===== src/rtl/core/evad_pkg.sv =====
// ----------------------------------------------------------------------------
// Energy VAD package
// Widths, register indexes and fixed constants shared by the detector files.
// ----------------------------------------------------------------------------
`default_nettype none

package evad_pkg;

  localparam int MAX_CHUNK  = 4096;

  localparam int SAMPLE_W   = 16;
  localparam int MAG_W      = 16;
  localparam int SQ_W       = 2 * MAG_W - 1;            // 32768^2 = 2^30
  localparam int CNT_W      = $clog2(MAX_CHUNK + 1);
  localparam int SUM_W      = SQ_W + $clog2(MAX_CHUNK);

  localparam int ROOT_W     = 16;
  localparam int RAD_W      = 2 * ROOT_W;
  localparam int REM_W      = ROOT_W + 1;
  localparam int ALU_W      = REM_W + 2;
  localparam int STEP_W     = $clog2(SUM_W);

  localparam int FRAC_W     = 8;
  localparam int LEVEL_W    = ROOT_W + FRAC_W;
  localparam int OUT_LVL_W  = 16;

  localparam int ALPHA_FRAC = 16;
  localparam int ALPHA_W    = ALPHA_FRAC + 1;
  localparam logic [ALPHA_W-1:0] ALPHA_ONE = ALPHA_W'(1 << ALPHA_FRAC);
  localparam int PROD_W     = ALPHA_W + LEVEL_W;

  localparam int THR_W      = 16;
  localparam int HOLD_W     = 10;

  localparam int CFG_IDX_W  = 2;
  localparam int CFG_DATA_W = ALPHA_W;

  typedef enum logic [CFG_IDX_W-1:0] {
    REG_THRESHOLD     = 2'd0,
    REG_HOLD_FRAMES   = 2'd1,
    REG_ALPHA_ATTACK  = 2'd2,
    REG_ALPHA_RELEASE = 2'd3
  } cfg_reg_t;

endpackage

`default_nettype wire


===== src/rtl/core/evad_if.sv =====
// ----------------------------------------------------------------------------
// Energy VAD channels
// Sample input, result output and register write channels (valid/ready).
// ----------------------------------------------------------------------------
`default_nettype none

interface evad_in_if;
  import evad_pkg::*;
  logic                       valid;
  logic                       ready;
  logic                       op;
  logic signed [SAMPLE_W-1:0] sample;
  logic                       last;
  modport source  (output valid, op, sample, last, input ready);
  modport sink    (input valid, op, sample, last, output ready);
  modport monitor (input valid, ready, op, sample, last);
endinterface

interface evad_out_if;
  import evad_pkg::*;
  logic                 valid;
  logic                 ready;
  logic                 voice;
  logic [OUT_LVL_W-1:0] level;
  modport source  (output valid, voice, level, input ready);
  modport sink    (input valid, voice, level, output ready);
  modport monitor (input valid, ready, voice, level);
endinterface

interface evad_cfg_if;
  import evad_pkg::*;
  logic                  valid;
  logic                  ready;
  logic [CFG_IDX_W-1:0]  index;
  logic [CFG_DATA_W-1:0] data;
  modport source  (output valid, index, data, input ready);
  modport sink    (input valid, index, data, output ready);
  modport monitor (input valid, ready, index, data);
endinterface

`default_nettype wire


===== src/rtl/core/energy_voice_activity_detector_top.sv =====
// A plain audio sample is accepted in S_IDLE, then makes one pass through the
// shared multiplier in S_SQUARE to square it into the chunk sum. The sample that
// closes a chunk (last set, or the 4096th sample) then runs the bit-serial mean
// division and the bit-pair square root (both run on one shared subtractor),
// the smoothing update on the shared multiplier (S_MUL_A, S_MUL_B) and S_EMIT
// to post the result, plus any wait while the previous result word is still
// held in the output register. A clear word is done in its accept cycle.
// Register writes are taken in any cycle out of reset.
// ----------------------------------------------------------------------------
// Energy voice activity detector
// Chunk rms by sum of squares, divide and square root, asymmetric smoothing,
// threshold with hangover; one voice/level word per chunk.
// ----------------------------------------------------------------------------
`default_nettype none

module energy_voice_activity_detector_top (
  input  logic          clk,
  input  logic          rst,
  evad_in_if.sink       samples,
  evad_out_if.source    results,
  evad_cfg_if.sink      cfg
);
  import evad_pkg::*;

  typedef enum logic [6:0] {
    S_IDLE   = 7'b0000001,
    S_SQUARE = 7'b0000010,
    S_DIVIDE = 7'b0000100,
    S_SQRT   = 7'b0001000,
    S_MUL_A  = 7'b0010000,
    S_MUL_B  = 7'b0100000,
    S_EMIT   = 7'b1000000
  } state_t;

  state_t state, state_next;

  logic [THR_W-1:0]     threshold;
  logic [HOLD_W-1:0]    hold_frames;
  logic [ALPHA_W-1:0]   alpha_attack;
  logic [ALPHA_W-1:0]   alpha_release;

  logic [SUM_W-1:0]     square_sum;
  logic [CNT_W-1:0]     sample_count;
  logic [LEVEL_W-1:0]   smoothed_level;
  logic [HOLD_W-1:0]    hold_left;
  logic                 voice_flag;

  logic [MAG_W-1:0]     mag;
  logic                 last_q;
  logic [REM_W-1:0]     rem;
  logic [ROOT_W-1:0]    root;
  logic [PROD_W-1:0]    acc;
  logic [STEP_W-1:0]    step;

  logic                 out_valid;
  logic                 out_voice;
  logic [OUT_LVL_W-1:0] out_level;

  logic [SAMPLE_W-1:0]  sample_u;
  logic                 in_fire;
  logic [CNT_W-1:0]     count_inc;
  logic                 chunk_close;
  logic [SUM_W-1:0]     sum_add;
  logic [LEVEL_W-1:0]   rms_level;
  logic [ALPHA_W-1:0]   a_raw;
  logic [ALPHA_W-1:0]   a_sel;
  logic [ALPHA_W-1:0]   a_comp;
  logic [ALPHA_W-1:0]   mul_a;
  logic [LEVEL_W-1:0]   mul_b;
  logic [PROD_W-1:0]    prod;
  logic [PROD_W-1:0]    ema_sum;
  logic [ALU_W-1:0]     alu_a;
  logic [ALU_W-1:0]     alu_b;
  logic [ALU_W:0]       alu_diff;
  logic                 alu_ge;
  logic [HOLD_W-1:0]    hold_load;
  logic                 above;
  logic                 voice_new;
  logic [HOLD_W-1:0]    hold_new;
  logic                 out_free;

  assign sample_u    = $unsigned(samples.sample);
  assign in_fire     = samples.valid && samples.ready;
  assign count_inc   = sample_count + CNT_W'(1);
  assign chunk_close = last_q || (count_inc == CNT_W'(MAX_CHUNK));
  assign sum_add     = square_sum + SUM_W'(prod[SQ_W-1:0]);

  // smoothing factor: attack on a rising level, saturated at one
  assign rms_level = {root, FRAC_W'(0)};
  assign a_raw     = (rms_level > smoothed_level) ? alpha_attack : alpha_release;
  assign a_sel     = (a_raw > ALPHA_ONE) ? ALPHA_ONE : a_raw;
  assign a_comp    = ALPHA_ONE - a_sel;

  // shared multiplier
  always_comb begin
    unique case (state)
      S_SQUARE: begin
        mul_a = ALPHA_W'(mag);
        mul_b = LEVEL_W'(mag);
      end
      S_MUL_A: begin
        mul_a = a_sel;
        mul_b = rms_level;
      end
      S_MUL_B: begin
        mul_a = a_comp;
        mul_b = smoothed_level;
      end
      default: begin
        mul_a = '0;
        mul_b = '0;
      end
    endcase
  end

  assign prod    = PROD_W'(mul_a) * PROD_W'(mul_b);
  assign ema_sum = acc + prod;

  // shared subtractor: restoring divide step, or bit-pair square root step
  always_comb begin
    unique case (state)
      S_DIVIDE: begin
        alu_a = ALU_W'({rem[CNT_W-1:0], square_sum[SUM_W-1]});
        alu_b = ALU_W'(sample_count);
      end
      S_SQRT: begin
        alu_a = {rem, square_sum[RAD_W-1 -: 2]};
        alu_b = ALU_W'({root, 2'b01});
      end
      default: begin
        alu_a = '0;
        alu_b = '0;
      end
    endcase
  end

  assign alu_diff = {1'b0, alu_a} - {1'b0, alu_b};
  assign alu_ge   = !alu_diff[ALU_W];

  // voice decision with hangover; a zero hold still holds one chunk
  assign hold_load = (hold_frames == '0) ? HOLD_W'(1) : hold_frames;
  assign above     = smoothed_level >= {threshold, FRAC_W'(0)};

  always_comb begin
    if (above) begin
      voice_new = 1'b1;
      hold_new  = hold_load;
    end else if (hold_left != '0) begin
      voice_new = 1'b1;
      hold_new  = hold_left - HOLD_W'(1);
    end else begin
      voice_new = 1'b0;
      hold_new  = hold_left;
    end
  end

  assign out_free = !out_valid || results.ready;

  always_comb begin
    state_next = state;
    unique case (state)
      S_IDLE:   if (in_fire && !samples.op) state_next = S_SQUARE;
      S_SQUARE: state_next = chunk_close ? S_DIVIDE : S_IDLE;
      S_DIVIDE: if (step == '0) state_next = S_SQRT;
      S_SQRT:   if (step == '0) state_next = S_MUL_A;
      S_MUL_A:  state_next = S_MUL_B;
      S_MUL_B:  state_next = S_EMIT;
      S_EMIT:   if (out_free) state_next = S_IDLE;
      default:  state_next = S_IDLE;
    endcase
  end

  always_ff @(posedge clk) begin
    if (rst) begin
      state          <= S_IDLE;
      out_valid      <= 1'b0;
      threshold      <= THR_W'(655);
      hold_frames    <= HOLD_W'(10);
      alpha_attack   <= ALPHA_W'(39322);
      alpha_release  <= ALPHA_W'(3277);
      square_sum     <= '0;
      sample_count   <= '0;
      smoothed_level <= '0;
      hold_left      <= '0;
      voice_flag     <= 1'b0;
    end else begin
      state <= state_next;

      if (cfg.valid && cfg.ready) begin
        unique case (cfg.index)
          REG_THRESHOLD:     threshold     <= cfg.data[THR_W-1:0];
          REG_HOLD_FRAMES:   hold_frames   <= cfg.data[HOLD_W-1:0];
          REG_ALPHA_ATTACK:  alpha_attack  <= cfg.data[ALPHA_W-1:0];
          REG_ALPHA_RELEASE: alpha_release <= cfg.data[ALPHA_W-1:0];
          default: ;
        endcase
      end

      if (state == S_EMIT && out_free) out_valid <= 1'b1;
      else if (results.ready) out_valid <= 1'b0;

      unique case (state)
        S_IDLE: begin
          if (in_fire) begin
            if (samples.op) begin
              square_sum     <= '0;
              sample_count   <= '0;
              smoothed_level <= '0;
              hold_left      <= '0;
              voice_flag     <= 1'b0;
            end else begin
              mag    <= sample_u[SAMPLE_W-1] ? (~sample_u + MAG_W'(1)) : sample_u;
              last_q <= samples.last;
            end
          end
        end
        S_SQUARE: begin
          square_sum   <= sum_add;
          sample_count <= count_inc;
          rem          <= '0;
          step         <= STEP_W'(SUM_W - 1);
        end
        S_DIVIDE: begin
          // quotient bits shift in behind the dividend
          square_sum <= {square_sum[SUM_W-2:0], alu_ge};
          if (step == '0) begin
            rem  <= '0;
            root <= '0;
            step <= STEP_W'(ROOT_W - 1);
          end else begin
            rem  <= alu_ge ? alu_diff[REM_W-1:0] : alu_a[REM_W-1:0];
            step <= step - STEP_W'(1);
          end
        end
        S_SQRT: begin
          rem        <= alu_ge ? alu_diff[REM_W-1:0] : alu_a[REM_W-1:0];
          root       <= {root[ROOT_W-2:0], alu_ge};
          square_sum <= square_sum << 2;
          step       <= step - STEP_W'(1);
        end
        S_MUL_A: begin
          acc <= prod;
        end
        S_MUL_B: begin
          smoothed_level <= ema_sum[ALPHA_FRAC +: LEVEL_W];
        end
        S_EMIT: begin
          if (out_free) begin
            voice_flag   <= voice_new;
            hold_left    <= hold_new;
            out_voice    <= voice_new;
            out_level    <= smoothed_level[FRAC_W +: OUT_LVL_W];
            square_sum   <= '0;
            sample_count <= '0;
          end
        end
        default: ;
      endcase
    end
  end

  assign samples.ready = (state == S_IDLE) && !rst;
  assign cfg.ready     = !rst;
  assign results.valid = out_valid;
  assign results.voice = out_voice;
  assign results.level = out_level;

endmodule

`default_nettype wire


===== src/flat_wrapper.sv =====
// flat-port wrapper written by rule: the top's interface ports become plain ports
module energy_voice_activity_detector_top_flat import evad_pkg::*;
  (clk, rst, samples_valid, samples_op, samples_sample, samples_last, samples_ready, results_valid, results_voice, results_level, results_ready, cfg_valid, cfg_index, cfg_data, cfg_ready);
  evad_in_if samples_i ();
  evad_out_if results_i ();
  evad_cfg_if cfg_i ();
  input  logic clk;
  input  logic rst;
  input wire logic [$bits(samples_i.valid)-1:0] samples_valid;
  input wire logic [$bits(samples_i.op)-1:0] samples_op;
  input wire logic [$bits(samples_i.sample)-1:0] samples_sample;
  input wire logic [$bits(samples_i.last)-1:0] samples_last;
  output wire logic [$bits(samples_i.ready)-1:0] samples_ready;
  output wire logic [$bits(results_i.valid)-1:0] results_valid;
  output wire logic [$bits(results_i.voice)-1:0] results_voice;
  output wire logic [$bits(results_i.level)-1:0] results_level;
  input wire logic [$bits(results_i.ready)-1:0] results_ready;
  input wire logic [$bits(cfg_i.valid)-1:0] cfg_valid;
  input wire logic [$bits(cfg_i.index)-1:0] cfg_index;
  input wire logic [$bits(cfg_i.data)-1:0] cfg_data;
  output wire logic [$bits(cfg_i.ready)-1:0] cfg_ready;
  assign samples_i.valid = samples_valid;
  assign samples_i.op = samples_op;
  assign samples_i.sample = samples_sample;
  assign samples_i.last = samples_last;
  assign samples_ready = samples_i.ready;
  assign results_valid = results_i.valid;
  assign results_voice = results_i.voice;
  assign results_level = results_i.level;
  assign results_i.ready = results_ready;
  assign cfg_i.valid = cfg_valid;
  assign cfg_i.index = cfg_index;
  assign cfg_i.data = cfg_data;
  assign cfg_ready = cfg_i.ready;
  energy_voice_activity_detector_top u_core (.clk(clk), .rst(rst), .samples(samples_i), .results(results_i), .cfg(cfg_i));
endmodule

===== config.mk =====
export PLATFORM = sky130hd
export DESIGN_NAME = energy_voice_activity_detector_top_flat
export DESIGN_NICKNAME = d
export VERILOG_FILES = /design/src/rtl/core/evad_pkg.sv /design/src/rtl/core/evad_if.sv /design/src/rtl/core/energy_voice_activity_detector_top.sv /design/src/flat_wrapper.sv
export SDC_FILE = /design/constraint.sdc
export NUM_CORES = 2
export LEC_CHECK = 0
export ABC_AREA = 1
export BUFFER_PORTS_ARGS = -buffer_cell sky130_fd_sc_hd__buf_2
export CAP_MARGIN = 20
export CORE_ASPECT_RATIO = 1.4
export CORE_MARGIN = 2
export CORE_UTILIZATION = 60
export DETAILED_ROUTE_END_ITERATION = 7
export HOLD_SLACK_MARGIN = 0.08
export PLACE_DENSITY_LB_ADDON = 0.15
export SLEW_MARGIN = 25
export SYNTH_ARGS = -nofsm -noshare
export SYNTH_HDL_FRONTEND = slang
export SYNTH_SLANG_ARGS = --single-unit
export TNS_END_PERCENT = 100

===== constraint.sdc =====
create_clock -name clk -period 12.3 [get_ports clk]
set_input_delay 1.845 -clock clk [delete_from_list [all_inputs] [get_ports clk]]
set_output_delay 1.845 -clock clk [all_outputs]
set_load 0.02 [all_outputs]

==> results.txt <==
- Outcome: finished, final reports clean
- Die width: 195 um
- Most used flip-flop cell after synthesis: sky130_fd_sc_hd__dfxtp_1
* Pwr Density: 67.5 nW/um^2
- Routability-driven placement finished with a final weighted congestion of 1.05.
* Worst Path Class, Setup: flop to flop
* Antenna Violating Nets Remaining: 0
* Library cell occupying the most area in the post-synthesis netlist: sky130_fd_sc_hd__fa_1
- The number of endpoints with negative hold slack in the final report was 0.
* Share of cells above drive strength 1: 6.33%
* Part of the Yosys area used for sequential elements: 21.5%
- Asr flop ratio synth: 0%
- FF-to-FF Start: u_core.smoothed_level[15]
- Measured along the y axis, the die boundary spans 271 um.
- Sum of overflow across all layers after global routing: 0
- Synthesis instantiated 63 different standard cells from the library.
- Required arrival time at the worst endpoint: 12.72 ns
* Number of flops mapped to enable cells by yosys: 113
* Via count: 27300
- STA classifies the critical path startpoint as a flop.
- Number of cells on the worst reg-to-reg path: 50
- The initial utilization of the core area, before any placement, comes to 60.9%.
- By area the synthesized netlist is led by sky130_fd_sc_hd__fa_1 22%, sky130_fd_sc_hd__edfxtp_1 11%, sky130_fd_sc_hd__dfxtp_1 10%.
- After detailed routing, the total wire length is 94300 um.
- Counting instances, the worst hold path has a depth of 2.
- Post-Syn Nets: 4660
- Finished layout cell area: 32800 sq um
* Number of max-capacitance violations reported: 0
- Among the stages of the critical path, the cell type that occurs most often is sky130_fd_sc_hd__inv_1.
* Area added between synthesis and finish: 7.33%
- In the final routed layout, each cell accounts on average for 19.8 um.
- Highest Clock Rate: 0.0863 GHz
* Global routing usage summed across all routing layers: 36.2%
- Fill cells in the final layout number 4522.
* Crit-path max cell delay: 0.55 ns
- Cell row count: 97
- Number of synthesis warnings: 0
- STA classifies the critical path endpoint as a flop.
* Max Transition Viols Final: 0
- Excluding fillers, the count of instances in the completed layout stands at 4753.
* Time the final worst path needs with I/O delays and setup: 11.59 ns
- DP HPWL: 76300 um
* Post-DR vias/cell: 5.75
* Post-synthesis average cell area: 7.55 sq um
* Final setup violation count: 0
* Slowest stage cell, crit path: sky130_fd_sc_hd__fa_1
- For this design the top-level I/O count stands at 62.
* DR pass1 iterations: 6
- The count of buffers added on input and output ports is 61.
* Worst setup skew after layout: 0.0180 ns
- The floorplan step defined a die boundary enclosing 52800 sq um.
- The number of antenna violations at the first check in global routing was 3.
* First-pass GRT wire length: 149000 um
* Worst-case hold path end point: u_core.hold_frames[0]
* Reg2Reg Capture Point: u_core.smoothed_level[22]
* PnR Total Power: 2.21 mW
* Register clock-pin slew on the reported worst setup and hold paths: 0.07 ns
* Reg-to-reg setup timing slack: 0.71 ns
* Placeable core region: 50100 sq um
* DP Cell Count: 4694
- TritonCTS built the clock tree.
- Signal arrival time at the worst endpoint: 12.01 ns
- Count of routing violations after the opening detailed-route iteration: 1919
* Hold crit path type: flop to flop
* Commonest non-fill, non-tap cell in the layout: sky130_fd_sc_hd__nand2_1
* Maximum number of pins on one net before global-route repair: 63
- Max Fanout on Critical Path: 24
- CTS Root Buffer Type: sky130_fd_sc_hd__clkbuf_16
- Post-synth top area share: 21.6%
* Clock network latency to the later pin of the worst-skew pair: 0.57 ns
- After technology mapping, the gate count stands at 4048.
- Leakage power figure: 15.1 nW
- In the routed design, unresolved DRC markers number 0.
* Area of placed instances: 31700 sq um
* Least-Margin Pin Slew: 1.03 ns
- Final period util: 94.2%
- Headroom to the max-slew limit: 31.4%
* Synth Cell Area: 30600 sq um
- Clk buf depth: 3
- The top cell types in the final layout, fill and taps aside, are 821 x sky130_fd_sc_hd__nand2_1, 787 x sky130_fd_sc_hd__inv_1, 388 x sky130_fd_sc_hd__nor2_1, 330 x sky130_fd_sc_hd__fa_1, 288 x sky130_fd_sc_hd__a21oi_1.
* TritonCTS sink count: 271
- Buffers inserted during clock tree synthesis total 26.
* Number of nets in the final layout: 4700
- CTS built an H-tree with a depth of 1.
- Worst hold path startpoint: u_core.hold_frames[0]
- Via count of the first global-routing pass: 27800
- IR analysis of the VDD net gives a maximum drop of 0.146 mV.
* Hold bufs inserted after CTS: 0
- Flop and latch count out of synthesis: 271
-- cells by family (layout without fill, tap and decap cells) --
group	count (synthesis)	in the layout	synth area share, %
and+or+nand+nor	1471	1471	19.8
buffers and inverters	937	997	11.7
AOI/OAI and AO/OA	708	708	13.1
adders and majority gates	570	570	31.5
DFF	271	271	21.5
xor gates and xnor gates	91	91	2.61
other	0	2	0
-- worst max-delay path, delay by kind of cell, from the launching register on --
family,cells,cell delay [ns]
AOI/OAI and AO/OA,13,2.79
xor gates and xnor gates,1,0.46
adders and majority gates,10,4.34
buffers and inverters,11,1.32
DFF,1,0.39
and+or+nand+nor,15,2.10
-- registers in the layout, indices dropped and copies added, names as in the netlist --
name and cells:
u_core.square_sum 43, u_core.acc 40, u_core.smoothed_level 24, u_core.alpha_attack 17, u_core.alpha_release 17, u_core.rem 17, u_core.mag 16, u_core.results.level 16
u_core.root 16, u_core.threshold 16, u_core.sample_count 13, u_core.hold_frames 10, u_core.hold_left 10, u_core.state 7, u_core.step 6, u_core.last_q 1
u_core.results.valid 1, u_core.results.voice 1
-- area by class of cell --
class | instances | area (sq um) | area share, %
timing repair buffer | 137 | 916 | 2.79
clock buffer | 30 | 676 | 2.06
multi-input combinational | 2840 | 20500 | 62.7
inverter | 812 | 3060 | 9.32
tap | 643 | 805 | 2.45
antenna | 2 | 5.00 | 0.0153
sequential | 271 | 6560 | 20.0
clock inverter | 18 | 231 | 0.706
-- what timing repair did --
action / CTS / global route
setup buffers: 0 / 9
endpoints found under the setup margin: 0 / 19
resized for setup: 0 / 15
-- through the flow --
stage	worst slack (ns)	setup TNS (ns)	hold WS [ns]	utilization, %
5_1_grt	-0.00550	-0.00550	0.483	65.4
3_3_place_gp	0.652	0	0.445	63.2
4_1_cts	0.555	0	0.459	65.1
6_report	0.709	0	0.457	65.4
2_1_floorplan	2.33	0	0.429	-
3_5_place_dp	0.580	0	0.449	63.3
-- synthesized netlist by cell type (8+ instances only) --
master,number
sky130_fd_sc_hd__nand2_1,828
sky130_fd_sc_hd__inv_1,792
sky130_fd_sc_hd__nor2_1,389
sky130_fd_sc_hd__fa_1,330
sky130_fd_sc_hd__a21oi_1,288
sky130_fd_sc_hd__ha_1,240
sky130_fd_sc_hd__o21ai_0,213
sky130_fd_sc_hd__dfxtp_1,158
sky130_fd_sc_hd__nand3_1,120
sky130_fd_sc_hd__edfxtp_1,113
sky130_fd_sc_hd__clkbuf_1,100
sky130_fd_sc_hd__xor2_1,55
sky130_fd_sc_hd__nor3_1,44
sky130_fd_sc_hd__o22ai_1,40
sky130_fd_sc_hd__xnor2_1,36
sky130_fd_sc_hd__a31oi_1,32
sky130_fd_sc_hd__o221ai_1,29
sky130_fd_sc_hd__o21ai_1,23
sky130_fd_sc_hd__nand4_1,21
sky130_fd_sc_hd__or2_2,21
sky130_fd_sc_hd__inv_2,15
sky130_fd_sc_hd__a21o_1,12
sky130_fd_sc_hd__nor4_1,12
sky130_fd_sc_hd__o21a_1,11
sky130_fd_sc_hd__a211oi_1,10
sky130_fd_sc_hd__buf_1,10
sky130_fd_sc_hd__buf_2,10
sky130_fd_sc_hd__o211ai_1,10
sky130_fd_sc_hd__a41oi_1,8
sky130_fd_sc_hd__nand2_2,8
-- report_power, final --
part / total [mW] / internal, mW / switching [mW]
logic: 0.363 / 0.0892 / 0.274
registers: 0.979 / 0.961 / 0.0180
clock network: 0.870 / 0.501 / 0.369
-- routing by layer --
| metal | vias to the layer above | routed length, um | global-route usage, % |
|---|---|---|---|
| li1 | 12900 | - | - |
| met1 | 13100 | 34900 | 42.5 |
| met2 | 1048 | 46400 | 63.1 |
| met3 | 337 | 5640 | 3.29 |
| met4 | 0 | 7330 | 23.7 |
| met5 | - | 0 | 0 |
-- worst max-delay path by stage --
stage | start | endpoint | cells after the start
final | u_core.smoothed_level[15] | u_core.smoothed_level[22] | 50
after global routing | u_core.smoothed_level[15] | u_core.smoothed_level[23] | 59
after CTS | u_core.smoothed_level[15] | u_core.square_sum[42] | 51
after detailed placement | u_core.smoothed_level[15] | u_core.smoothed_level[23] | 59
after global placement | u_core.smoothed_level[21] | u_core.smoothed_level[22] | 48
after floorplan | u_core.smoothed_level[15] | u_core.smoothed_level[23] | 64
Note: power is estimated with default switching activity, not from simulation.
